File: src/design/lcdbar_pkg.sv
package lcdbar_pkg;

   localparam int MaxPages = 8;

   localparam logic CmdSetCursor = 1'b0;
   localparam logic CmdDrawColumn = 1'b1;

   localparam logic [7:0] PageCmdBase = 8'hB0;
   localparam logic [7:0] ColHighCmdBase = 8'h10;
   localparam logic [7:0] ByteFull = 8'hFF;
   localparam logic [7:0] ByteEmpty = 8'h00;

   localparam logic [1:0] StepPage = 2'd0;
   localparam logic [1:0] StepColHigh = 2'd1;
   localparam logic [1:0] StepColLow = 2'd2;
   localparam logic [1:0] StepData = 2'd3;

   localparam logic RegColumnOffset = 1'b0;

   typedef struct packed {
      logic       is_draw;
      logic [7:0] column;
      logic [2:0] page;
      logic [3:0] pages;
      logic [2:0] mark;
      logic [3:0] shift;
   } desc_type;

   typedef struct packed {
      logic       empty;
      logic       full;
      logic [1:0] count;
   } q_status_type;

endpackage

File: src/design/lcd_bar_column_sequencer.sv
// Bar-graph column sequencer for a page-addressed LCD controller.
// Requests enter on the req_ channel (valid/ready) and carry a command:
// set cursor, or draw one bar column at the cursor. Each request becomes a
// stream of controller bytes on the rsp_ channel, one byte per result, with
// rsp_is_data marking display data and rsp_last marking the final byte.
// A set-cursor request gives 3 bytes; a draw request of L pages gives 4L+3.
// The column offset register is written through the csr_ APB port at
// address 0 and should only be changed while the block is idle.
// An accepted request is written into the queue, and its first byte is then
// registered in the output byte register. The output sequencer emits one
// byte per cycle while the receiver is ready, and a request is 3 to 35 bytes;
// a two-entry queue accepts new requests while earlier ones are being sent.
// When the receiver stalls, the current byte holds and the sequencer waits;
// once the queue is full, req_ready drops.
// Reset clears the cursor to column 0, page 0, empties the queue and sets
// the column offset to 4.
module lcd_bar_column_sequencer
   import lcdbar_pkg::*;
(
   input  logic        clock,
   input  logic        reset,
   input  logic        req_valid,
   output logic        req_ready,
   input  logic        req_command,
   input  logic [7:0]  req_column,
   input  logic [2:0]  req_page_line,
   input  logic [3:0]  req_bar_pages,
   input  logic [7:0]  req_bar_value,
   output logic        rsp_valid,
   input  logic        rsp_ready,
   output logic [7:0]  rsp_out_byte,
   output logic        rsp_is_data,
   output logic        rsp_last,
   input  logic        csr_psel,
   input  logic        csr_penable,
   input  logic        csr_pwrite,
   input  logic [2:0]  csr_paddr,
   input  logic [31:0] csr_pwdata,
   output logic [31:0] csr_prdata,
   output logic        csr_pready
);

   logic [3:0]   column_offset_ff, column_offset_in;
   logic         accept;
   logic         pop;
   desc_type     new_desc;
   desc_type     head_desc;
   q_status_type q_status;

   assign csr_pready = 1'b1;
   assign csr_prdata = (csr_paddr[2] == RegColumnOffset) ? {28'd0, column_offset_ff} : 32'd0;

   always_comb begin
      column_offset_in = column_offset_ff;
      if (csr_psel && csr_penable && csr_pwrite && csr_paddr[2] == RegColumnOffset) begin
         column_offset_in = csr_pwdata[3:0];
      end
   end

   always_ff @(posedge clock) begin
      if (reset) begin
         column_offset_ff <= 4'd4;
      end else begin
         column_offset_ff <= column_offset_in;
      end
   end

   assign req_ready = !q_status.full;
   assign accept = req_valid && req_ready;

   lcdbar_front u_front (
      .clock     (clock),
      .reset     (reset),
      .accept    (accept),
      .command   (req_command),
      .column    (req_column),
      .page_line (req_page_line),
      .bar_pages (req_bar_pages),
      .bar_value (req_bar_value),
      .desc      (new_desc)
   );

   lcdbar_queue u_queue (
      .clock     (clock),
      .reset     (reset),
      .push      (accept),
      .push_desc (new_desc),
      .pop       (pop),
      .head_desc (head_desc),
      .status    (q_status)
   );

   lcdbar_back u_back (
      .clock         (clock),
      .reset         (reset),
      .head_valid    (!q_status.empty),
      .head_desc     (head_desc),
      .column_offset (column_offset_ff),
      .pop           (pop),
      .rsp_valid     (rsp_valid),
      .rsp_ready     (rsp_ready),
      .rsp_out_byte  (rsp_out_byte),
      .rsp_is_data   (rsp_is_data),
      .rsp_last      (rsp_last)
   );

   a_queue_bound: assert property (@(posedge clock) disable iff (reset)
      q_status.count != 2'd3)
      else $error("queue count out of range");

   a_last_is_command: assert property (@(posedge clock) disable iff (reset)
      rsp_valid && rsp_last |-> !rsp_is_data)
      else $error("final byte of a request is a data byte");

   a_no_pop_when_empty: assert property (@(posedge clock) disable iff (reset)
      q_status.empty |-> !pop)
      else $error("pop from empty queue");

   a_idle_output: assert property (@(posedge clock) disable iff (reset)
      q_status.empty && !rsp_valid |=> !rsp_valid)
      else $error("output appeared without a queued request");

endmodule

File: src/design/lcdbar_front.sv
module lcdbar_front
   import lcdbar_pkg::*;
(
   input  logic       clock,
   input  logic       reset,
   input  logic       accept,
   input  logic       command,
   input  logic [7:0] column,
   input  logic [2:0] page_line,
   input  logic [3:0] bar_pages,
   input  logic [7:0] bar_value,
   output desc_type   desc
);

   logic [7:0] cursor_column_ff, cursor_column_in;
   logic [2:0] cursor_page_ff, cursor_page_in;
   logic [3:0] pages;
   logic [6:0] full;
   logic [6:0] value_clamped;
   logic [6:0] gap;
   logic [2:0] mark;
   logic [6:0] shift_wide;

   always_comb begin
      if (bar_pages == 4'd0) begin
         pages = 4'd1;
      end else if (bar_pages > 4'(MaxPages)) begin
         pages = 4'(MaxPages);
      end else begin
         pages = bar_pages;
      end
      full = {pages, 3'b000};
      if ({1'b0, bar_value} > {2'b00, full}) begin
         value_clamped = full;
      end else begin
         value_clamped = bar_value[6:0];
      end
      gap = full - 7'd1 - value_clamped;
      if (value_clamped < full) begin
         mark = gap[5:3];
      end else begin
         mark = 3'd0;
      end
      shift_wide = full - {1'b0, mark, 3'b000} - value_clamped;
   end

   always_comb begin
      desc.is_draw = (command == CmdDrawColumn);
      desc.pages = pages;
      desc.mark = mark;
      desc.shift = shift_wide[3:0];
      if (command == CmdDrawColumn) begin
         desc.column = cursor_column_ff;
         desc.page = cursor_page_ff;
      end else begin
         desc.column = column;
         desc.page = page_line;
      end
   end

   always_comb begin
      cursor_column_in = cursor_column_ff;
      cursor_page_in = cursor_page_ff;
      if (accept) begin
         if (command == CmdDrawColumn) begin
            cursor_column_in = cursor_column_ff + 8'd1;
         end else begin
            cursor_column_in = column;
            cursor_page_in = page_line;
         end
      end
   end

   always_ff @(posedge clock) begin
      if (reset) begin
         cursor_column_ff <= 8'd0;
         cursor_page_ff <= 3'd0;
      end else begin
         cursor_column_ff <= cursor_column_in;
         cursor_page_ff <= cursor_page_in;
      end
   end

endmodule

File: src/design/lcdbar_queue.sv
module lcdbar_queue
   import lcdbar_pkg::*;
(
   input  logic         clock,
   input  logic         reset,
   input  logic         push,
   input  desc_type     push_desc,
   input  logic         pop,
   output desc_type     head_desc,
   output q_status_type status
);

   desc_type   entry_ff [2];
   logic       wr_ptr_ff, wr_ptr_in;
   logic       rd_ptr_ff, rd_ptr_in;
   logic [1:0] count_ff, count_in;

   always_comb begin
      wr_ptr_in = wr_ptr_ff;
      rd_ptr_in = rd_ptr_ff;
      count_in = count_ff;
      if (push) begin
         wr_ptr_in = ~wr_ptr_ff;
      end
      if (pop) begin
         rd_ptr_in = ~rd_ptr_ff;
      end
      if (push && !pop) begin
         count_in = count_ff + 2'd1;
      end else if (pop && !push) begin
         count_in = count_ff - 2'd1;
      end
   end

   always_ff @(posedge clock) begin
      if (reset) begin
         wr_ptr_ff <= 1'b0;
         rd_ptr_ff <= 1'b0;
         count_ff <= 2'd0;
      end else begin
         wr_ptr_ff <= wr_ptr_in;
         rd_ptr_ff <= rd_ptr_in;
         count_ff <= count_in;
      end
   end

   always_ff @(posedge clock) begin
      if (push) begin
         entry_ff[wr_ptr_ff] <= push_desc;
      end
   end

   assign head_desc = entry_ff[rd_ptr_ff];
   assign status.empty = (count_ff == 2'd0);
   assign status.full = (count_ff == 2'd2);
   assign status.count = count_ff;

endmodule

File: src/design/lcdbar_back.sv
module lcdbar_back
   import lcdbar_pkg::*;
(
   input  logic       clock,
   input  logic       reset,
   input  logic       head_valid,
   input  desc_type   head_desc,
   input  logic [3:0] column_offset,
   output logic       pop,
   output logic       rsp_valid,
   input  logic       rsp_ready,
   output logic [7:0] rsp_out_byte,
   output logic       rsp_is_data,
   output logic       rsp_last
);

   logic       valid_ff, valid_in;
   logic [7:0] byte_ff, byte_in;
   logic       is_data_ff, is_data_in;
   logic       last_ff, last_in;
   logic [1:0] step_ff, step_in;
   logic [2:0] index_ff, index_in;
   logic       pages_done_ff, pages_done_in;

   logic       advance;
   logic       emit;
   logic       final_phase;
   logic [7:0] col;
   logic [2:0] page;
   logic [7:0] addr;
   logic [7:0] data_byte;
   logic [2:0] last_index;

   assign advance = !valid_ff || rsp_ready;
   assign emit = advance && head_valid;
   assign final_phase = !head_desc.is_draw || pages_done_ff;
   assign last_index = 3'(head_desc.pages - 4'd1);

   always_comb begin
      if (final_phase) begin
         page = head_desc.page;
         col = head_desc.is_draw ? head_desc.column + 8'd1 : head_desc.column;
      end else begin
         page = head_desc.page + index_ff;
         col = head_desc.column;
      end
      addr = col + {4'b0000, column_offset};
      if (index_ff < head_desc.mark) begin
         data_byte = ByteEmpty;
      end else if (index_ff == head_desc.mark) begin
         data_byte = head_desc.shift[3] ? ByteEmpty : ByteFull << head_desc.shift[2:0];
      end else begin
         data_byte = ByteFull;
      end
   end

   always_comb begin
      valid_in = valid_ff;
      byte_in = byte_ff;
      is_data_in = is_data_ff;
      last_in = last_ff;
      step_in = step_ff;
      index_in = index_ff;
      pages_done_in = pages_done_ff;
      pop = 1'b0;
      if (advance) begin
         valid_in = head_valid;
      end
      if (emit) begin
         is_data_in = 1'b0;
         last_in = 1'b0;
         step_in = step_ff + 2'd1;
         case (step_ff)
            StepPage: begin
               byte_in = PageCmdBase | {5'b00000, page};
            end
            StepColHigh: begin
               byte_in = ColHighCmdBase | {4'b0000, addr[7:4]};
            end
            StepColLow: begin
               byte_in = {4'b0000, addr[3:0]};
               if (final_phase) begin
                  last_in = 1'b1;
                  pop = 1'b1;
                  step_in = StepPage;
                  index_in = 3'd0;
                  pages_done_in = 1'b0;
               end
            end
            StepData: begin
               byte_in = data_byte;
               is_data_in = 1'b1;
               if (index_ff == last_index) begin
                  pages_done_in = 1'b1;
               end else begin
                  index_in = index_ff + 3'd1;
               end
            end
            default: begin
               byte_in = byte_ff;
            end
         endcase
      end
   end

   always_ff @(posedge clock) begin
      if (reset) begin
         valid_ff <= 1'b0;
         step_ff <= StepPage;
         index_ff <= 3'd0;
         pages_done_ff <= 1'b0;
      end else begin
         valid_ff <= valid_in;
         step_ff <= step_in;
         index_ff <= index_in;
         pages_done_ff <= pages_done_in;
      end
   end

   always_ff @(posedge clock) begin
      byte_ff <= byte_in;
      is_data_ff <= is_data_in;
      last_ff <= last_in;
   end

   assign rsp_valid = valid_ff;
   assign rsp_out_byte = byte_ff;
   assign rsp_is_data = is_data_ff;
   assign rsp_last = last_ff;

endmodule
File: config.mk
export PLATFORM = sky130hd
export DESIGN_NAME = lcd_bar_column_sequencer
export DESIGN_NICKNAME = d
export VERILOG_FILES = /design/src/design/lcdbar_pkg.sv /design/src/design/lcd_bar_column_sequencer.sv /design/src/design/lcdbar_front.sv /design/src/design/lcdbar_queue.sv /design/src/design/lcdbar_back.sv
export SDC_FILE = /design/constraint.sdc
export NUM_CORES = 1
export LEC_CHECK = 0
export BUFFER_PORTS_ARGS = -buffer_cell sky130_fd_sc_hd__buf_4
export CORE_MARGIN = 8
export CORE_UTILIZATION = 45
export CTS_BUF_LIST = sky130_fd_sc_hd__clkbuf_8
export CTS_CLUSTER_SIZE = 30
export DETAILED_ROUTE_END_ITERATION = 7
export PLACE_DENSITY = 0.69
export SETUP_SLACK_MARGIN = 0.4
export SLEW_MARGIN = 20
export SYNTH_ARGS = -nofsm -noshare
export SYNTH_HDL_FRONTEND = slang
export SYNTH_SLANG_ARGS = --single-unit
File: constraint.sdc
create_clock -name clock -period 9 [get_ports clock]
set_clock_uncertainty 0.1 [all_clocks]
set_input_delay 1.35 -clock clock [delete_from_list [all_inputs] [get_ports clock]]
set_output_delay 1.35 -clock clock [all_outputs]
set_load 0.01 [all_outputs]
==> results.cfg, run 1 <==
[clock_tree]
clock_path_buffers = 2
tritoncts.num_buffers = 9
holdBufCountCts = 0
cts-resized-gates = 0
clock-root-buffer = clkbuf_8
cts_tree = done
worstSkewPairLatency_ns = 0.35
clock-sinks = 81
cts.clk_slew.worst_paths_ns = 0.08
cts_setup_buffers = 0
htreeDepth = 3

[detailed_routing]
drt_wl_total_um = 9190
dr.pass1.iters = 4
drc = 0
ant_nets = 0
wl_per_cell_um = 14.0
drt-initial-drc-count = 124
route.vias.total = 3297
avgViaCountPerCell = 5.03

[logic_synthesis]
syn-instance-count = 470
synth_area_mm2 = 0.00474
ys_ff_latch = 81
synth_top_area_cell = edfxtp_1
seq_area_frac_synth_pct = 45.6
synthTopCellsByArea = edfxtp_1, dfxtp_1, ha_1, buf_4, mux2i_1
synth.most_common_cell = edfxtp_1
synth_edf_count = 54
syn_avg_cell_area_um2 = 10.1
yosys.area.top_type_share_pct = 34.2
ys_warn_count = 0
ys.flop_type = edfxtp_1
async_flop_share_pct = 0
synth_common_cells = edfxtp_1, nand2_1, nor2_1
yosysUniqueCellTypes = 58

[finish]
area_growth_pct = 12.0
nets = 608
drive_gt1_share_pct = 17.1
multi_input_area_mm2 = 0.00228
num_antenna_cells = 0
ff_latch_area_mm2 = 0.00216
fillerInstances = 949

[placed_design]
io_buffers = 51
gp_congestion = 0.828
dp_hpwl_um = 6940

[global_routing]
antenna_found_initial = 0
grt_pass1_wl_um = 15200
grt_max_degree = 36
gr-total-overflow = 0
grtUsageTotal_pct = 13.0
grt_pass1_vias = 3358

[setup_path]
crit_slowest_cell = a21oi_1
cp-endpoint = u_queue.entry_ff[0][3]$_DFFE_PP_
slowest_delay_ns = 0.69
cp_max_fo = 12
worst_setup_path_startpoint = req_bar_pages[3]
crit_arrival_ns = 5.16
worstRegToRegCells = 11
r2r-end = u_back.rsp_out_byte[3]$_DFFE_PP_
crit_type = primary input to flip-flop
endpoint_kind = flip-flop
cp.buffers_inverters = 2
crit_family = compound AO/OA/AOI/OAI gates
crit_chain = buf_4 > nor2b_1 > inv_1 > ha_1 > nand3_1 > or4_1 > a21oi_1 > nor2_1 > a21o_1 > ha_1 > a21oi_1 > o21ai_0 > nand2b_1 > a32oi_1 > xor2_1
r2r_slack_ns = 5.57
worstPathRequired_ns = 9.08
start_kind = primary input
crit_cells = 15

[power]
seqPwrFrac_pct = 49.4
cell_internal_pwr_mw = 0.684
ir_worst_vdd_mv = 0.0936
p_switching_mw = 0.295
comb_power_share_pct = 23.2
p_clk_share_pct = 27.4
p_sw_share_pct = 30.1
power.total_mw = 0.978
p_per_area_mw_per_mm2 = 184
leakage_nw = 2.17

[floorplan]
die_area_mm2 = 0.0141
ios = 111
start_util_pct = 46.1
die_height_um = 119
die_x_um = 119
num_rows = 37
core_mm2 = 0.0103

[sta]
slew_headroom_pct = 31.6
finalHoldViolCount = 0
drv_slew = 0
setup_tns_ns = 0
setup_viol = 0
max_freq_mhz = 197
period_share_pct = 56.4
final.min_clock_period_ns = 5.08
rsz0062_at_grt = no
tightest_slew_ns = 1.03

[outcome]
status = completed

[job]
maxCapViolations = 0

[hold_path]
hp-class = flip-flop to flip-flop
## cell type report
cell class                      instances  area share [%]
Inverter                               25            1.77
Clock buffer                            9            2.33
Multi-Input combinational cell        345            43.0
Sequential cell                        81            40.7
Timing Repair Buffer                   53            7.49
Clock inverter                          7            1.46
Tap cell                              136            3.21
## routing by layer
metal	global-route usage [%]	wire length, um	vias to the layer above
li1	-	-	1684
met1	15.3	4180	1530
met2	21.7	4460	79
met3	3.90	475	4
met4	4.90	65	0
met5	0	0	-
## through the flow
step                      hold slack [ns]  std cells  area [um^2]  setup slack (ns)  utilization [%]
after floorplan                     0.350        497         4840              4.43                -
after global placement              0.357        640         5110              3.67             49.7
after detailed placement            0.370        640         5110              3.53             49.7
after CTS                           0.382        656         5310              3.90             51.7
after global routing                0.417        656         5310              3.61             51.7
final                               0.379        656         5310              3.92             51.7
## sequential cells by signal (all words and copies together), names as in the netlist, 2 cells and up, named ones only
register / count
u_front.cursor_column_ff: 8
u_front.cursor_page_ff: 3
u_queue.count_ff: 2
u_back.rsp_out_byte: 8
u_back.index_ff: 3
column_offset_ff: 4
u_back.step_ff: 2
u_queue.entry_ff: 44
## worst min-delay path by stage
stage	slack [ns]	depth (start not counted)	from	endpoint
2_1_floorplan	0.35	2	u_front.cursor_column_ff[7]$_SDFFE_PP0P_	u_front.cursor_column_ff[7]$_SDFFE_PP0P_
4_1_cts	0.38	2	u_front.cursor_page_ff[0]$_SDFFE_PP0P_	u_front.cursor_page_ff[0]$_SDFFE_PP0P_
5_1_grt	0.42	2	u_front.cursor_column_ff[7]$_SDFFE_PP0P_	u_front.cursor_column_ff[7]$_SDFFE_PP0P_
6_report	0.38	2	u_front.cursor_page_ff[0]$_SDFFE_PP0P_	u_front.cursor_page_ff[0]$_SDFFE_PP0P_
3_5_place_dp	0.37	2	u_front.cursor_page_ff[0]$_SDFFE_PP0P_	u_front.cursor_page_ff[0]$_SDFFE_PP0P_
3_3_place_gp	0.36	2	u_front.cursor_page_ff[1]$_SDFFE_PP0P_	u_front.cursor_page_ff[1]$_SDFFE_PP0P_
## power by group through the flow
| stage | Combinational [mW] | Clock [mW] | Sequential [mW] |
|---|---|---|---|
| 3_3_place_gp | 0.218 | 0 | 0.490 |
| 4_1_cts | 0.229 | 0.275 | 0.484 |
| 3_5_place_dp | 0.226 | 0 | 0.492 |
| 2_1_floorplan | 0.164 | 0 | 0.490 |
| 5_1_grt | 0.255 | 0.290 | 0.489 |
| 6_report | 0.227 | 0.268 | 0.484 |
## cells in the final DEF, fill, tap and decap left out, types with 2 or more instances in the layout
| cell | n |
|---|---|
| or3_1 | 2 |
| xnor2_1 | 16 |
| a32oi_1 | 2 |
| a21oi_1 | 26 |
| ha_1 | 24 |
| nand2b_1 | 8 |
| a21o_1 | 6 |
| dfxtp_1 | 27 |
| fa_1 | 3 |
| inv_6 | 3 |
| mux2_2 | 13 |
| conb_1 | 29 |
| nand3_1 | 11 |
| nor3_1 | 4 |
| a31oi_1 | 3 |
| inv_1 | 24 |
| clkbuf_8 | 9 |
| and3_1 | 4 |
| mux2i_1 | 20 |
| a211oi_1 | 3 |
| o21ai_0 | 24 |
| a22oi_1 | 3 |
| o211ai_1 | 2 |
| nand3b_1 | 3 |
| nor2b_1 | 9 |
| nand4_1 | 4 |
| buf_4 | 53 |
| edfxtp_1 | 54 |
| nor2_1 | 42 |
| xor2_1 | 10 |
| nand2_1 | 49 |
## cell families after synthesis
family                   after synthesis  share of synthesized area (%)
AO/OA/AOI/OAI                         85                           11.5
AND/OR/NAND/NOR                      145                           14.6
XOR/XNOR                              26                           4.81
buffers and inverters                 71                           8.32
flip-flops                            81                           45.6
other                                  2                          0.158
multiplexers                          33                           7.31
adder cells (fa/ha/maj)               27                           7.61
## tightest hold or removal path: stages (launching register included)
cell	delay, ns
dfxtp_1	0.31
o21ai_0	0.06
a21oi_1	0.06
Note: power is estimated with default switching activity, not from simulation.
==> run 2, diff against run 1 <==
--- a/config.mk
+++ b/config.mk
@@ -5,13 +5,14 @@
 export SDC_FILE = /design/constraint.sdc
 export NUM_CORES = 1
 export LEC_CHECK = 0
+export ABC_AREA = 1
 export BUFFER_PORTS_ARGS = -buffer_cell sky130_fd_sc_hd__buf_4
 export CORE_MARGIN = 8
 export CORE_UTILIZATION = 45
 export CTS_BUF_LIST = sky130_fd_sc_hd__clkbuf_8
 export CTS_CLUSTER_SIZE = 30
 export DETAILED_ROUTE_END_ITERATION = 7
-export PLACE_DENSITY = 0.69
+export PLACE_DENSITY = 0.68
 export SETUP_SLACK_MARGIN = 0.4
 export SLEW_MARGIN = 20
 export SYNTH_ARGS = -nofsm -noshare
==> constraint.sdc (replaced) <==
create_clock -name clock -period 4.7 [get_ports clock]
set_clock_uncertainty 0.1 [all_clocks]
set_input_delay 0.705 -clock clock [delete_from_list [all_inputs] [get_ports clock]]
set_output_delay 0.705 -clock clock [all_outputs]
set_load 0.01 [all_outputs]
==> results.cfg, run 2 <==
[floorplan]
num_rows = 38
die_height_um = 120
start_util_pct = 45.5
core_mm2 = 0.0107
die_area_mm2 = 0.0144
die_x_um = 120
ios = 111

[sta]
drv_slew = 0
setup_viol = 0
finalHoldViolCount = 0
final.min_clock_period_ns = 3.56
max_freq_mhz = 281
worst_hold_slack_ns = 0.357
period_share_pct = 75.7
tightest_slew_ns = 0.607
rsz0062_at_grt = no
setup_tns_ns = 0
slew_headroom_pct = 59.5

[clock_tree]
cts_setup_buffers = 0
tritoncts.num_buffers = 9
holdBufCountCts = 0
clock_path_buffers = 2
cts.clk_slew.worst_paths_ns = 0.08
cts_tree = done
clock-sinks = 81
htreeDepth = 3
worstSkewPairLatency_ns = 0.34
cts-resized-gates = 0
clock-root-buffer = clkbuf_8

[logic_synthesis]
synth_edf_count = 54
ys.flop_type = edfxtp_1
synth_area_mm2 = 0.00486
synth_top_area_cell = edfxtp_1
async_flop_share_pct = 0
ys_warn_count = 0
synth_common_cells = nand2_1, inv_1, edfxtp_1
ys_ff_latch = 81
seq_area_frac_synth_pct = 44.5
synthTopCellsByArea = edfxtp_1, dfxtp_1, nand2_1, inv_1, ha_1
syn_avg_cell_area_um2 = 8.53
syn-instance-count = 570
yosys.area.top_type_share_pct = 33.4
yosysUniqueCellTypes = 41
synth.most_common_cell = nand2_1

[finish]
final_area_mm2 = 0.00543
fin_util_pct = 50.7
nets = 716
largest_reg_flops = 44
regMostFlops = u_queue.entry_ff
num_antenna_cells = 0
area_growth_pct = 11.7
drive_gt1_share_pct = 16.6
mostFrequentLayoutCell = nand2_1
mostFrequentLayoutCells = nand2_1, inv_1, buf_4

[power]
leakage_nw = 2.40
p_per_area_mw_per_mm2 = 378
ir_worst_vdd_mv = 0.208

[detailed_routing]
dr.pass1.iters = 4
ant_nets = 0
drc = 0
wl_per_cell_um = 12.3
avgViaCountPerCell = 4.81
drt-initial-drc-count = 188
drt_wl_total_um = 9470
route.vias.total = 3693

[setup_path]
crit_arrival_ns = 3.55
endpoint_kind = flip-flop
cp_max_fo = 13
worstPathRequired_ns = 4.69
start_kind = primary input
crit_type = primary input to flip-flop

[placed_design]
dp_hpwl_um = 7400
gp_congestion = 0.827
post_dp_cell_area_mm2 = 0.00527
io_buffers = 51

[global_routing]
antenna_found_initial = 0
grt_max_degree = 30
gr-total-overflow = 0
grt_pass1_wl_um = 16100
grtUsageTotal_pct = 13.3
grt_pass1_vias = 3735

[hold_path]
hp-class = flip-flop to flip-flop

[job]
maxCapViolations = 0

[outcome]
status = completed
[run 2: cell count changes in the layout (fill, tap and decap cells not counted), sizes merged, moves of 8 or more]
cell / delta
nand2: +68
inv: +63
o21ai: +24
nand3: +14
mux2: -13
mux2i: -13
xnor2: -12
nor2b: -9
nand2b: -8
nand4: +8
nor2: +8
[run 2: worst max-delay path: stages]
cell and delay [ns]:
buf_4 0.11, nor2_1 0.12, a21oi_1 0.08, nor2_1 0.28
inv_1 0.14, ha_1 0.29, nand2_1 0.05, nor2_1 0.15
nand2_1 0.07, o211ai_1 0.08, nand2_1 0.25, nand2_1 0.12
o21a_1 0.17, inv_1 0.06, ha_1 0.26, inv_1 0.03
nor2_1 0.08, o211ai_1 0.09, nand2_1 0.14, nand3_1 0.11
xor2_1 0.17
[run 2: path summary, 6_finish.rpt]
| kind | slack, ns | cells past startpoint | endpoint | start |
|---|---|---|---|---|
| worst max-delay path | 1.14 | 21 | u_queue.entry_ff[0][3]$_DFFE_PP_ | req_bar_pages[1] |
| worst min-delay path | 0.36 | 2 | u_front.cursor_page_ff[0]$_SDFFE_PP0P_ | u_front.cursor_page_ff[0]$_SDFFE_PP0P_ |
| worst max register to register | 1.72 | 19 | u_back.rsp_out_byte[3]$_DFFE_PP_ | flip-flop |
| worst min register to register | 0.36 | 2 | u_front.cursor_page_ff[0]$_SDFFE_PP0P_ | u_front.cursor_page_ff[0]$_SDFFE_PP0P_ |
[run 2: layout make-up]
class,instances,area (um^2)
sequential,81,2160
inverter,89,334
fill,1044,5270
clock inverter,7,36.3
tap,140,175
multi-input combinational,387,2180
clock buffer,9,124
timing repair buffer,55,413
[run 2: metrics by stage]
stage          worst slack [ns]  power (mW)  cells
2_1_floorplan              1.21        1.45    597
3_3_place_gp              0.816        1.62    752
3_5_place_dp              0.794        1.64    752
4_1_cts                    1.15        2.07    768
5_1_grt                   0.823        2.20    768
6_report                   1.14        2.05    768
[run 2: power breakdown]
group / total [mW] / switching [mW] / internal [mW]
clock: 0.426 / 0.240 / 0.186
sequential: 0.969 / 0.0525 / 0.917
combinational: 0.658 / 0.412 / 0.246
[run 2: logic make-up (layout without fill, tap and decap cells)]
logic type      Yosys count  in the layout  synth area share [%]
simple gates            217            217                  20.6
buf+inv                 129            160                  12.7
compound gates           94             94                  10.9
flops                    81             81                  44.5
fa+ha+maj                27             27                  7.41
xor+xnor                 13             13                  2.34
mux                       7              7                  1.44
other cells               2             29                 0.154
[run 2: per-layer routing]
metal	GRT usage (%)	part of all wire (%)	wire, um
met2	23.5	49	4610
met3	2.02	4.9	460
met5	0	0	0
met4	5.23	1.3	125
met1	15.8	45	4280
==> run 3, diff against run 2 <==
--- a/config.mk
+++ b/config.mk
@@ -12,7 +12,7 @@
 export CTS_BUF_LIST = sky130_fd_sc_hd__clkbuf_8
 export CTS_CLUSTER_SIZE = 30
 export DETAILED_ROUTE_END_ITERATION = 7
-export PLACE_DENSITY = 0.68
+export PLACE_DENSITY = 0.71
 export SETUP_SLACK_MARGIN = 0.4
 export SLEW_MARGIN = 20
 export SYNTH_ARGS = -nofsm -noshare
==> constraint.sdc (replaced) <==
create_clock -name clock -period 3.07 [get_ports clock]
set_clock_uncertainty 0.1 [all_clocks]
set_input_delay 0.4605 -clock clock [delete_from_list [all_inputs] [get_ports clock]]
set_output_delay 0.4605 -clock clock [all_outputs]
set_load 0.01 [all_outputs]
==> results.cfg, run 3 (synthesis gave the netlist of run 2 again) <==
[sta]
setup_viol = 0
setup_tns_ns = 0
tightest_slew_ns = 0.610
rsz0062_at_grt = yes
slew_headroom_pct = 59.3
max_freq_mhz = 365
period_share_pct = 89.3
drv_slew = 0
finalHoldViolCount = 0
final.min_clock_period_ns = 2.74
worst_hold_slack_ns = 0.235

[floorplan]
die_height_um = 120
ios = 111
die_x_um = 120
num_rows = 38
core_mm2 = 0.0107
die_area_mm2 = 0.0144
start_util_pct = 45.5

[placed_design]
io_buffers = 51
placed_cells = 767
gp_congestion = 0.826
dp_hpwl_um = 7530

[detailed_routing]
drc = 0
drt_wl_total_um = 10100
ant_nets = 0
route.vias.total = 3832
drt-initial-drc-count = 159
wl_per_cell_um = 12.8
dr.pass1.iters = 4
avgViaCountPerCell = 4.84

[finish]
stdcell_count = 792
regMostFlops = u_queue.entry_ff
fin_util_pct = 54.8
mostFrequentLayoutCell = nand2_1
fillerInstances = 966
ff_latch_area_mm2 = 0.00217
area_growth_pct = 20.5
multi_input_area_mm2 = 0.00236
nets = 740
drive_gt1_share_pct = 25.6
largest_reg_flops = 44
mostFrequentLayoutCells = nand2_1, inv_1, buf_4
num_antenna_cells = 0

[setup_path]
cp_max_fo = 7
endpoint_kind = flip-flop
worstPathRequired_ns = 3.07
crit_type = primary input to flip-flop
crit_chain = buf_6 > nor2_4 > a21oi_2 > nor2_2 > inv_2 > ha_4 > nand2_2 > nor2_2 > nand2_1 > o211ai_1 > nand2_2 > nand2_2 > o21a_1 > inv_1 > ha_1 > inv_1 > nor2_1 > o211ai_1 > nand2_1 > nand3_2 > xor2_2
crit_arrival_ns = 2.74
cp_common_cell = nand2_2
crit_slowest_cell = ha_4
slowest_delay_ns = 0.26
start_kind = primary input

[global_routing]
grt_pass1_vias = 3742
gr-total-overflow = 0
grtUsageTotal_pct = 13.8
antenna_found_initial = 0
grt_pass1_wl_um = 16500
grt_max_degree = 24

[outcome]
status = completed

[clock_tree]
cts_tree = done
clock-root-buffer = clkbuf_8
clock-sinks = 81
cts.clk_slew.worst_paths_ns = 0.08
tritoncts.num_buffers = 9
worstSkewPairLatency_ns = 0.35
htreeDepth = 3
holdBufCountCts = 0
clock_path_buffers = 2

[hold_path]
hp-class = primary input to flip-flop

[power]
seqPwrFrac_pct = 43.6
ir_worst_vdd_mv = 0.275
p_per_area_mw_per_mm2 = 583
cell_internal_pwr_mw = 2.26
p_switching_mw = 1.15
p_clk_share_pct = 22.8
p_sw_share_pct = 33.8
leakage_nw = 2.56
comb_power_share_pct = 33.6

[job]
maxCapViolations = 0
==> run 3: cell count changes in the layout (fill, tap and decap cells not counted), moves of 4 or more <==
cell	previous run	this run
inv_2	3	7
nand2_2	14	21
ha_4	0	4
buf_4	55	72
ha_1	24	17
nor2_2	4	11
nor2_1	44	34
buf_6	0	6
nand2_1	101	94
==> run 3: worst paths after layout <==
kind | start | end | slack, ns | cells after the start
worst max-delay path | req_bar_pages[1] | u_queue.entry_ff[1][3]$_DFFE_PP_ | 0.33 | 21
worst min-delay path | csr_pwdata[2] | column_offset_ff[2]$_SDFFE_PP1P_ | 0.23 | 3
worst max register to register | flip-flop | u_back.rsp_out_byte[2]$_DFFE_PP_ | 0.46 | 17
worst min register to register | u_front.cursor_page_ff[0]$_SDFFE_PP0P_ | u_front.cursor_page_ff[0]$_SDFFE_PP0P_ | 0.36 | 2
==> run 3: timing repair <==
| action | CTS | global route |
|---|---|---|
| gates resized for setup | 9 | 38 |
| setup endpoints to repair | 12 | 14 |
| pin swaps | 3 | 15 |
| setup buffers | 3 | 6 |
==> run 3: through the flow <==
step | power [mW] | worst slack (ns) | instance area [um^2]
after floorplan | 2.23 | -0.0106 | 4990
after global placement | 2.51 | -0.101 | 5400
after detailed placement | 2.56 | -0.182 | 5400
after CTS | 3.34 | 0.401 | 5650
after global routing | 3.63 | 0.167 | 5860
final | 3.41 | 0.328 | 5860
==> run 3: power groups by stage <==
| stage | Clock (mW) | Sequential [mW] | Combinational [mW] |
|---|---|---|---|
| after global routing | 0.833 | 1.51 | 1.29 |
| final | 0.779 | 1.49 | 1.15 |
| after floorplan | 0 | 1.53 | 0.700 |
| after detailed placement | 0 | 1.51 | 1.05 |
| after CTS | 0.794 | 1.49 | 1.06 |
| after global placement | 0 | 1.50 | 1.01 |
==> run 3: worst max-delay path: cells and delay by family <==
| family | cells | cell delay, ns |
|---|---|---|
| XOR/XNOR | 1 | 0.16 |
| adder cells (fa/ha/maj) | 2 | 0.52 |
| AND/OR/NAND/NOR | 10 | 0.95 |
| AO/OA/AOI/OAI | 4 | 0.38 |
| buffers and inverters | 4 | 0.26 |
==> run 3: final cells by class <==
| cell class | instances | area share, % |
|---|---|---|
| clock inverters | 6 | 1.03 |
| multi-input cells | 387 | 40.2 |
| clock buffers | 10 | 2.35 |
| well taps | 140 | 2.99 |
| flip-flops and latches | 81 | 37.0 |
| inverters | 89 | 5.70 |
| repair buffers | 79 | 10.7 |
==> run 3: per-layer routing <==
layer | up-vias | wire [um] | GRT usage (%)
met5 | - | 0 | 0
met4 | 0 | 144 | 4.92
met3 | 12 | 482 | 3.19
met2 | 91 | 5050 | 24.1
met1 | 1752 | 4450 | 16.2
li1 | 1977 | - | -
